### config.mk
export PLATFORM = sky130hd
export DESIGN_NAME = monitor_adc_sample_scaler
export DESIGN_NICKNAME = d
export VERILOG_FILES = /design/src/hdl/masc_pkg.sv /design/src/hdl/masc_mul.sv /design/src/hdl/masc_div.sv /design/src/hdl/masc_out.sv /design/src/hdl/monitor_adc_sample_scaler.sv
export SDC_FILE = /design/constraint.sdc
export NUM_CORES = 1
export LEC_CHECK = 0
export BUFFER_PORTS_ARGS = -buffer_cell sky130_fd_sc_hd__buf_2
export CAP_MARGIN = 20
export CORE_MARGIN = 5
export CORE_UTILIZATION = 25
export DETAILED_ROUTE_END_ITERATION = 8
export SLEW_MARGIN = 20
export SYNTH_ARGS = -nofsm -noshare
export SYNTH_HDL_FRONTEND = slang
export SYNTH_SLANG_ARGS = --single-unit
### constraint.sdc
create_clock -name i_clk -period 8.35 [get_ports i_clk]
set_input_delay 0.4175 -clock i_clk [delete_from_list [all_inputs] [get_ports i_clk]]
set_output_delay 0.4175 -clock i_clk [all_outputs]
set_load 0.01 [all_outputs]
### src/hdl/masc_pkg.sv
`timescale 1ns / 1ps

package masc_pkg;

    // Field widths
    localparam int SAMPLE_W  = 12;
    localparam int SOURCE_W  = 2;
    localparam int RANGE_W   = 3;
    localparam int CHANNEL_W = 4;
    localparam int VALUE_W   = 33;
    localparam int KIND_W    = 2;
    localparam int OPER_W    = 13;   // sample plus range offset
    localparam int COEF_W    = 20;   // largest coefficient is 625 * 1000
    localparam int PROD_W    = 32;
    localparam int QUOT_W    = 20;

    // Scaling constants
    localparam logic [PROD_W-1:0]  FULL_CODE     = 32'd4095;
    localparam logic [COEF_W-1:0]  DIRECT_SCALE  = 20'd25600;
    localparam logic [COEF_W-1:0]  TEMP_STEP     = 20'd2500;
    localparam logic [VALUE_W-1:0] TEMP_OFFSET   = 33'd2780000;
    localparam logic [CHANNEL_W-1:0] CHANNELS    = 4'd10;

    typedef enum logic [SOURCE_W-1:0] {
        SRC_PRESCALED = 2'd0,
        SRC_DIRECT    = 2'd1,
        SRC_CURRENT   = 2'd2,
        SRC_TEMP      = 2'd3
    } t_source;

    typedef enum logic [KIND_W-1:0] {
        KIND_VOLTAGE = 2'd0,
        KIND_CURRENT = 2'd1,
        KIND_TEMP    = 2'd2,
        KIND_INVALID = 2'd3
    } t_kind;

    // How the product is finished in the last stage
    typedef enum logic [1:0] {
        PATH_DIV     = 2'd0,
        PATH_PASS    = 2'd1,
        PATH_TEMP    = 2'd2,
        PATH_INVALID = 2'd3
    } t_path;

    typedef struct packed {
        logic [SAMPLE_W-1:0]  sample;
        t_source              source;
        logic [RANGE_W-1:0]   rng;
        logic [CHANNEL_W-1:0] channel;
    } t_item;

    typedef struct packed {
        logic [PROD_W-1:0] prod;
        t_path             path;
    } t_prod;

    typedef struct packed {
        logic [PROD_W-1:0] prod;
        logic [QUOT_W-1:0] quot;
        t_path             path;
    } t_est;

    // Error-compensation offset per prescaler range
    function automatic logic [OPER_W-1:0] range_offset(input logic [RANGE_W-1:0] rng);
        logic [OPER_W-1:0] v;
        unique case (rng)
            3'd0:    v = 13'd8;
            3'd1:    v = 13'd20;
            3'd2:    v = 13'd36;
            3'd3:    v = 13'd76;
            3'd4:    v = 13'd28;
            3'd5:    v = 13'd48;
            3'd6:    v = 13'd56;
            default: v = 13'd116;
        endcase
        return v;
    endfunction

    // Full-scale constant per prescaler range
    function automatic logic [COEF_W-1:0] range_full(input logic [RANGE_W-1:0] rng);
        logic [COEF_W-1:0] v;
        unique case (rng)
            3'd0:    v = 20'd163680;
            3'd1:    v = 20'd81840;
            3'd2:    v = 20'd40920;
            3'd3:    v = 20'd20460;
            3'd4:    v = 20'd10230;
            3'd5:    v = 20'd5115;
            3'd6:    v = 20'd2557;
            default: v = 20'd1278;
        endcase
        return v;
    endfunction

    // 625 times the conductance of each sense channel; zero off the table
    function automatic logic [COEF_W-1:0] current_coef(input logic [CHANNEL_W-1:0] ch);
        logic [COEF_W-1:0] v;
        unique case (ch)
            4'd0:    v = 20'd625;
            4'd1:    v = 20'd625;
            4'd2:    v = 20'd62500;
            4'd3:    v = 20'd133125;
            4'd4:    v = 20'd62500;
            4'd5:    v = 20'd625000;
            4'd6:    v = 20'd625;
            4'd7:    v = 20'd133125;
            4'd8:    v = 20'd284375;
            4'd9:    v = 20'd125000;
            default: v = 20'd0;
        endcase
        return v;
    endfunction

endpackage

### src/hdl/masc_mul.sv
`timescale 1ns / 1ps

module masc_mul import masc_pkg::*; (
    input  logic  i_clk,
    input  logic  i_rst_n,
    input  logic  i_valid,
    output logic  o_ready,
    input  t_item i_item,
    output logic  o_valid,
    input  logic  i_ready,
    output t_prod o_data
);

    logic              r_valid;
    t_prod             r_data;
    logic [OPER_W-1:0] w_oper;
    logic [COEF_W-1:0] w_coef;
    t_path             w_path;
    logic [PROD_W-1:0] w_full;

    // Operand and coefficient choice per source
    always_comb begin
        w_oper = {1'b0, i_item.sample};
        w_coef = '0;
        w_path = PATH_DIV;
        unique case (i_item.source)
            SRC_PRESCALED: begin
                w_oper = {1'b0, i_item.sample} + range_offset(i_item.rng);
                w_coef = range_full(i_item.rng);
                w_path = PATH_DIV;
            end
            SRC_DIRECT: begin
                w_coef = DIRECT_SCALE;
                w_path = PATH_DIV;
            end
            SRC_CURRENT: begin
                w_coef = current_coef(i_item.channel);
                w_path = (i_item.channel < CHANNELS) ? PATH_PASS : PATH_INVALID;
            end
            SRC_TEMP: begin
                w_coef = TEMP_STEP;
                w_path = PATH_TEMP;
            end
        endcase
    end

    // Single 13x20 multiply; the product never exceeds 32 bits
    assign w_full  = {{(PROD_W-OPER_W){1'b0}}, w_oper} * {{(PROD_W-COEF_W){1'b0}}, w_coef};
    assign o_ready = !r_valid || i_ready;

    always_ff @(posedge i_clk) begin
        if (!i_rst_n) begin
            r_valid <= 1'b0;
        end else if (o_ready) begin
            r_valid <= i_valid;
        end
    end

    always_ff @(posedge i_clk) begin
        if (o_ready && i_valid) begin
            r_data.prod <= w_full;
            r_data.path <= w_path;
        end
    end

    assign o_valid = r_valid;
    assign o_data  = r_data;

endmodule

### src/hdl/masc_div.sv
`timescale 1ns / 1ps

module masc_div import masc_pkg::*; (
    input  logic  i_clk,
    input  logic  i_rst_n,
    input  logic  i_valid,
    output logic  o_ready,
    input  t_prod i_data,
    output logic  o_valid,
    input  logic  i_ready,
    output t_est  o_data
);

    localparam int SUM_W = PROD_W + 12;

    logic             r_valid;
    t_est             r_data;
    logic [SUM_W-1:0] w_sum;

    // 4095 * 4097 = 2^24 - 1, so n * 4097 >> 24 is n / 4095 or one short
    assign w_sum   = {12'b0, i_data.prod} + {i_data.prod, 12'b0};
    assign o_ready = !r_valid || i_ready;

    always_ff @(posedge i_clk) begin
        if (!i_rst_n) begin
            r_valid <= 1'b0;
        end else if (o_ready) begin
            r_valid <= i_valid;
        end
    end

    always_ff @(posedge i_clk) begin
        if (o_ready && i_valid) begin
            r_data.prod <= i_data.prod;
            r_data.quot <= w_sum[SUM_W-1:24];
            r_data.path <= i_data.path;
        end
    end

    assign o_valid = r_valid;
    assign o_data  = r_data;

endmodule

### src/hdl/masc_out.sv
`timescale 1ns / 1ps

module masc_out import masc_pkg::*; (
    input  logic               i_clk,
    input  logic               i_rst_n,
    input  logic               i_valid,
    output logic               o_ready,
    input  t_est               i_data,
    output logic               o_valid,
    input  logic               i_ready,
    output logic [VALUE_W-1:0] o_value,
    output t_kind              o_kind
);

    logic               r_valid;
    logic [VALUE_W-1:0] r_value;
    t_kind              r_kind;
    logic [PROD_W-1:0]  w_qmul;
    logic [PROD_W-1:0]  w_rem;
    logic [QUOT_W-1:0]  w_quot;
    logic [VALUE_W-1:0] w_value;
    t_kind              w_kind;

    // Remainder check: quotient estimate is exact or one short
    assign w_qmul = {i_data.quot, 12'b0} - {12'b0, i_data.quot};
    assign w_rem  = i_data.prod - w_qmul;
    assign w_quot = i_data.quot + QUOT_W'(w_rem >= FULL_CODE);

    // Final value and kind
    always_comb begin
        unique case (i_data.path)
            PATH_DIV: begin
                w_value = {{(VALUE_W-QUOT_W){1'b0}}, w_quot};
                w_kind  = KIND_VOLTAGE;
            end
            PATH_PASS: begin
                w_value = {1'b0, i_data.prod};
                w_kind  = KIND_CURRENT;
            end
            PATH_TEMP: begin
                w_value = {1'b0, i_data.prod} - TEMP_OFFSET;
                w_kind  = KIND_TEMP;
            end
            default: begin
                w_value = '1;
                w_kind  = KIND_INVALID;
            end
        endcase
    end

    assign o_ready = !r_valid || i_ready;

    always_ff @(posedge i_clk) begin
        if (!i_rst_n) begin
            r_valid <= 1'b0;
        end else if (o_ready) begin
            r_valid <= i_valid;
        end
    end

    always_ff @(posedge i_clk) begin
        if (o_ready && i_valid) begin
            r_value <= w_value;
            r_kind  <= w_kind;
        end
    end

    assign o_valid = r_valid;
    assign o_value = r_value;
    assign o_kind  = r_kind;

endmodule

### src/hdl/monitor_adc_sample_scaler.sv
// Channel   Dir  tdata                                  tuser
// s_axis    in   sample, range_sel, sense_channel (24b)  source_sel (2b)
// m_axis    out  scaled_value, signed (33b of 40b)      kind (2b)
//
// One word per cycle sustained while m_axis_tready stays high; a word passes
// through four registers (input, multiply, quotient estimate, result) in
// that order before its result shows on m_axis.
// Every stage has its own valid bit and passes on when the next is free, so
// a waiting result does not stop input while earlier stages have room.
// i_rst_n is synchronous, active low, and clears the valid bits only.
`timescale 1ns / 1ps

module monitor_adc_sample_scaler import masc_pkg::*; (
    input  logic        i_clk,
    input  logic        i_rst_n,
    input  logic        s_axis_tvalid,
    output logic        s_axis_tready,
    input  logic [23:0] s_axis_tdata,   // sample[11:0], range_sel[14:12], sense_channel[18:15]
    input  logic [1:0]  s_axis_tuser,   // source_sel[1:0]
    output logic        m_axis_tvalid,
    input  logic        m_axis_tready,
    output logic [39:0] m_axis_tdata,   // scaled_value[32:0]
    output logic [1:0]  m_axis_tuser    // kind[1:0]
);

    logic               r_in_valid;
    t_item              r_in_item;
    logic               w_mul_ready;
    logic               w_mul_valid;
    t_prod              w_mul_data;
    logic               w_div_ready;
    logic               w_div_valid;
    t_est               w_div_data;
    logic               w_out_ready;
    logic [VALUE_W-1:0] w_value;
    t_kind              w_kind;

    // Input register
    assign s_axis_tready = !r_in_valid || w_mul_ready;

    always_ff @(posedge i_clk) begin
        if (!i_rst_n) begin
            r_in_valid <= 1'b0;
        end else if (s_axis_tready) begin
            r_in_valid <= s_axis_tvalid;
        end
    end

    always_ff @(posedge i_clk) begin
        if (s_axis_tready && s_axis_tvalid) begin
            r_in_item.sample  <= s_axis_tdata[11:0];
            r_in_item.rng     <= s_axis_tdata[14:12];
            r_in_item.channel <= s_axis_tdata[18:15];
            r_in_item.source  <= t_source'(s_axis_tuser);
        end
    end

    masc_mul u_mul (
        .i_clk   (i_clk),
        .i_rst_n (i_rst_n),
        .i_valid (r_in_valid),
        .o_ready (w_mul_ready),
        .i_item  (r_in_item),
        .o_valid (w_mul_valid),
        .i_ready (w_div_ready),
        .o_data  (w_mul_data)
    );

    masc_div u_div (
        .i_clk   (i_clk),
        .i_rst_n (i_rst_n),
        .i_valid (w_mul_valid),
        .o_ready (w_div_ready),
        .i_data  (w_mul_data),
        .o_valid (w_div_valid),
        .i_ready (w_out_ready),
        .o_data  (w_div_data)
    );

    masc_out u_out (
        .i_clk   (i_clk),
        .i_rst_n (i_rst_n),
        .i_valid (w_div_valid),
        .o_ready (w_out_ready),
        .i_data  (w_div_data),
        .o_valid (m_axis_tvalid),
        .i_ready (m_axis_tready),
        .o_value (w_value),
        .o_kind  (w_kind)
    );

    assign m_axis_tdata = {7'b0, w_value};
    assign m_axis_tuser = w_kind;

endmodule

==> reports/metrics.cfg <==
[status]
status = finished clean

[timing]
tightest_slew_ns = 0.9350
fin_tns_setup_ns = 0
drv_slew = 0
fmax_mhz = 128.2
max-slew-margin-rel_pct = 37.44
rsz0062_at_grt = no
fin_crit_ns = 7.799
setup_viol = 0
post-route-period-util_pct = 93.40
fin_skew_ns = 0.01285
hold_violations = 0

[global_routing]
grt_util_all_layers_pct = 11.91
antenna_found_initial = 0
grt_max_degree = 55
overflow = 0
first_global_vias = 14060
grt_pass1_wl_um = 75730

[die]
ios = 74
dieArea_mm2 = 0.07995
rows = 100
die_height_um = 282.8
coreArea_mm2 = 0.07407
die_w_um = 282.8
initial_core_util_pct = 25.11

[finish]
syn_to_final_growth_pct = 12.00
mostFrequentLayoutCells = 342 x inv_1, 259 x nand2_1, 206 x fa_1
final_layout_size_suffix_gt1_share_pct = 8.122
n_fill_cell = 7908
fin_nets = 2477
layout_commonest_cell = inv_1
diodes = 0

[detailed_routing]
vias = 13620
drtIter0Drc = 783
final_antenna_net_count = 0
routedWlPerCell_um = 15.09
drc = 0
via_per_inst = 4.449
drt-total-wl_um = 46210
drtPass1Iterations = 5

[cts]
cts_tree = done
cts_buffers = 17
cts_root_buf = clkbuf_16
cts_htree_levels = 4
clk_pin_slew_ns = 0.07
clk_path_buf_depth = 2
hold_buffers = 0
clock_sinks = 162
insertion_delay_ns = 0.48

[worst_setup_path]
worstSetupPathType = flop to flop
crit_path_start_kind = flop
crit_top_cell = fa_1
cpMaxStageDelayCell = fa_1
regToRegEndpoint = u_mul.o_data[31]
required_ns = 8.58
cp_max_fo = 9
cp.arrival_ns = 8.02
slowest_delay_ns = 0.57
ff2ff_path_depth = 30
reg2reg_slack_ns = 0.55
end_kind = flop
r2r_start = r_in_item[5]

[yosys]
yosysWarnings = 0
synth_flop_cell = edfxtp_1
syn_inst = 2028
synth_edf_count = 144
seq_area_frac_synth_pct = 25.19
ys_ff_latch = 162
async_flop_share_pct = 0
synth_cell_type_count = 86
avgSynthCellArea_um2 = 9.171
syn_area_mm2 = 0.01860

[power_and_ir_drop]
p_total_mw = 6.303
ir_worst_vdd_mv = 0.4678
powerDensity_mw_per_mm2 = 302.6
p_leak_nw = 9.257

[placed_design]
gp_congestion = 0.8833
numPortBuffers = 61
dp_hpwl_um = 37720

[hold_path]
hold_class = input port to flop
min_from = s_axis_tdata[3]
hold_depth = 1
hold_path_end = r_in_item[12]

[flow_run]
maxCapViolCount = 0

[layout make-up]
type                    count  area (um2)  share of cell area (%)
multi-input cells        1449       12350                   59.30
repair buffers            107       663.1                   3.183
clock buffers              17       425.4                   2.042
inverters                 343        1287                   6.181
clock inverters            15       205.2                  0.9850
flip-flops and latches    162        4684                   22.49
well taps                 969        1212                   5.820
[Yosys cell counts, types with 16 or more instances]
cell	instances	area, um2
nand2_1	259	972.2
a21o_1	28	210.2
o21ai_0	67	335.3
and2_1	58	362.9
a211oi_1	18	135.1
a21oi_1	128	640.6
nor2_1	120	450.4
dfxtp_1	18	360.4
edfxtp_1	144	4324
nor2b_1	21	131.4
xnor2_1	75	656.9
fa_1	206	4124
o21a_1	25	187.7
inv_1	342	1284
ha_1	161	2014
nor3_1	30	150.1
clkbuf_1	69	259.0
or3_1	16	100.1
xor2_1	22	192.7
nand3_1	23	115.1
[power breakdown]
| part | internal, mW | switching [mW] | leakage [nW] |
|---|---|---|---|
| Clock | 0.436 | 0.391 | 0.308 |
| Sequential | 1.18 | 0.135 | 1.50 |
| Combinational | 1.73 | 2.42 | 7.45 |
[cell families (layout without fill, tap and decap cells)]
group	after synthesis	in the layout	share of synthesized area [%]
AOI/OAI and AO/OA	358	358	12.43
xor gates and xnor gates	97	97	4.568
adders and majority gates	367	367	33.00
buffers and inverters	424	482	8.766
DFF	162	162	25.19
muxes	16	16	0.8745
other	1	8	0.02016
and+or+nand+nor	603	603	15.16
[worst max path at each step]
| stage | startpoint | endpoint | slack [ns] |
|---|---|---|---|
| 3_5_place_dp | r_in_item[4] | u_mul.o_data[32] | 0.30 |
| 5_1_grt | r_in_item[5] | u_mul.o_data[33] | 0.05 |
| 3_3_place_gp | r_in_item[4] | u_mul.o_data[32] | 0.34 |
| 2_1_floorplan | r_in_item[6] | u_mul.o_data[32] | 0.21 |
| 6_report | r_in_item[5] | u_mul.o_data[31] | 0.55 |
| 4_1_cts | r_in_item[4] | u_mul.o_data[32] | 0.30 |
[repair_timing]
action                     CTS  global route
resized for setup            0             5
buffers inserted             0             2
hold endpoints to repair     0             0
setup endpoints to repair    0             4
[sequential cells by signal, indices dropped and copies added, names as in the netlist, named ones only]
signal         flops
u_div.o_data      54
u_mul.o_data      34
u_out.o_value     33
r_in_item         21
u_out.o_kind       2
r_in_valid         1
u_div.o_valid      1
u_mul.o_valid      1
u_out.o_valid      1
[critical path, delay by kind of cell, from the launching register on]
kind                       cells  cell delay [ns]
DFF                            1             0.38
xor gates and xnor gates       2             0.27
buffers and inverters          4             0.44
and+or+nand+nor                5             0.80
AOI/OAI and AO/OA             11             1.99
adders and majority gates      8             3.65
[metrics by stage]
step	setup WS, ns	area [um2]	utilization [%]	hold WS [ns]	std cells
finish	0.5514	20830	28.12	0.1170	3062
global route	0.05345	20830	28.12	0.08510	3062
CTS	0.3006	20800	28.08	0.06992	3060
detailed placement	0.3047	20170	27.23	0.4080	3028
global placement	0.3399	20170	27.23	0.4082	3028
floorplan	0.2133	18630	-	0.4003	2035
[metal layers]
metal,part of all wire (%),global-route usage (%)
met4,2.5,3.735
met2,47,19.89
met5,0,0
met3,4.7,2.435
met1,46,15.60
Power figures use the tool's default switching activity.
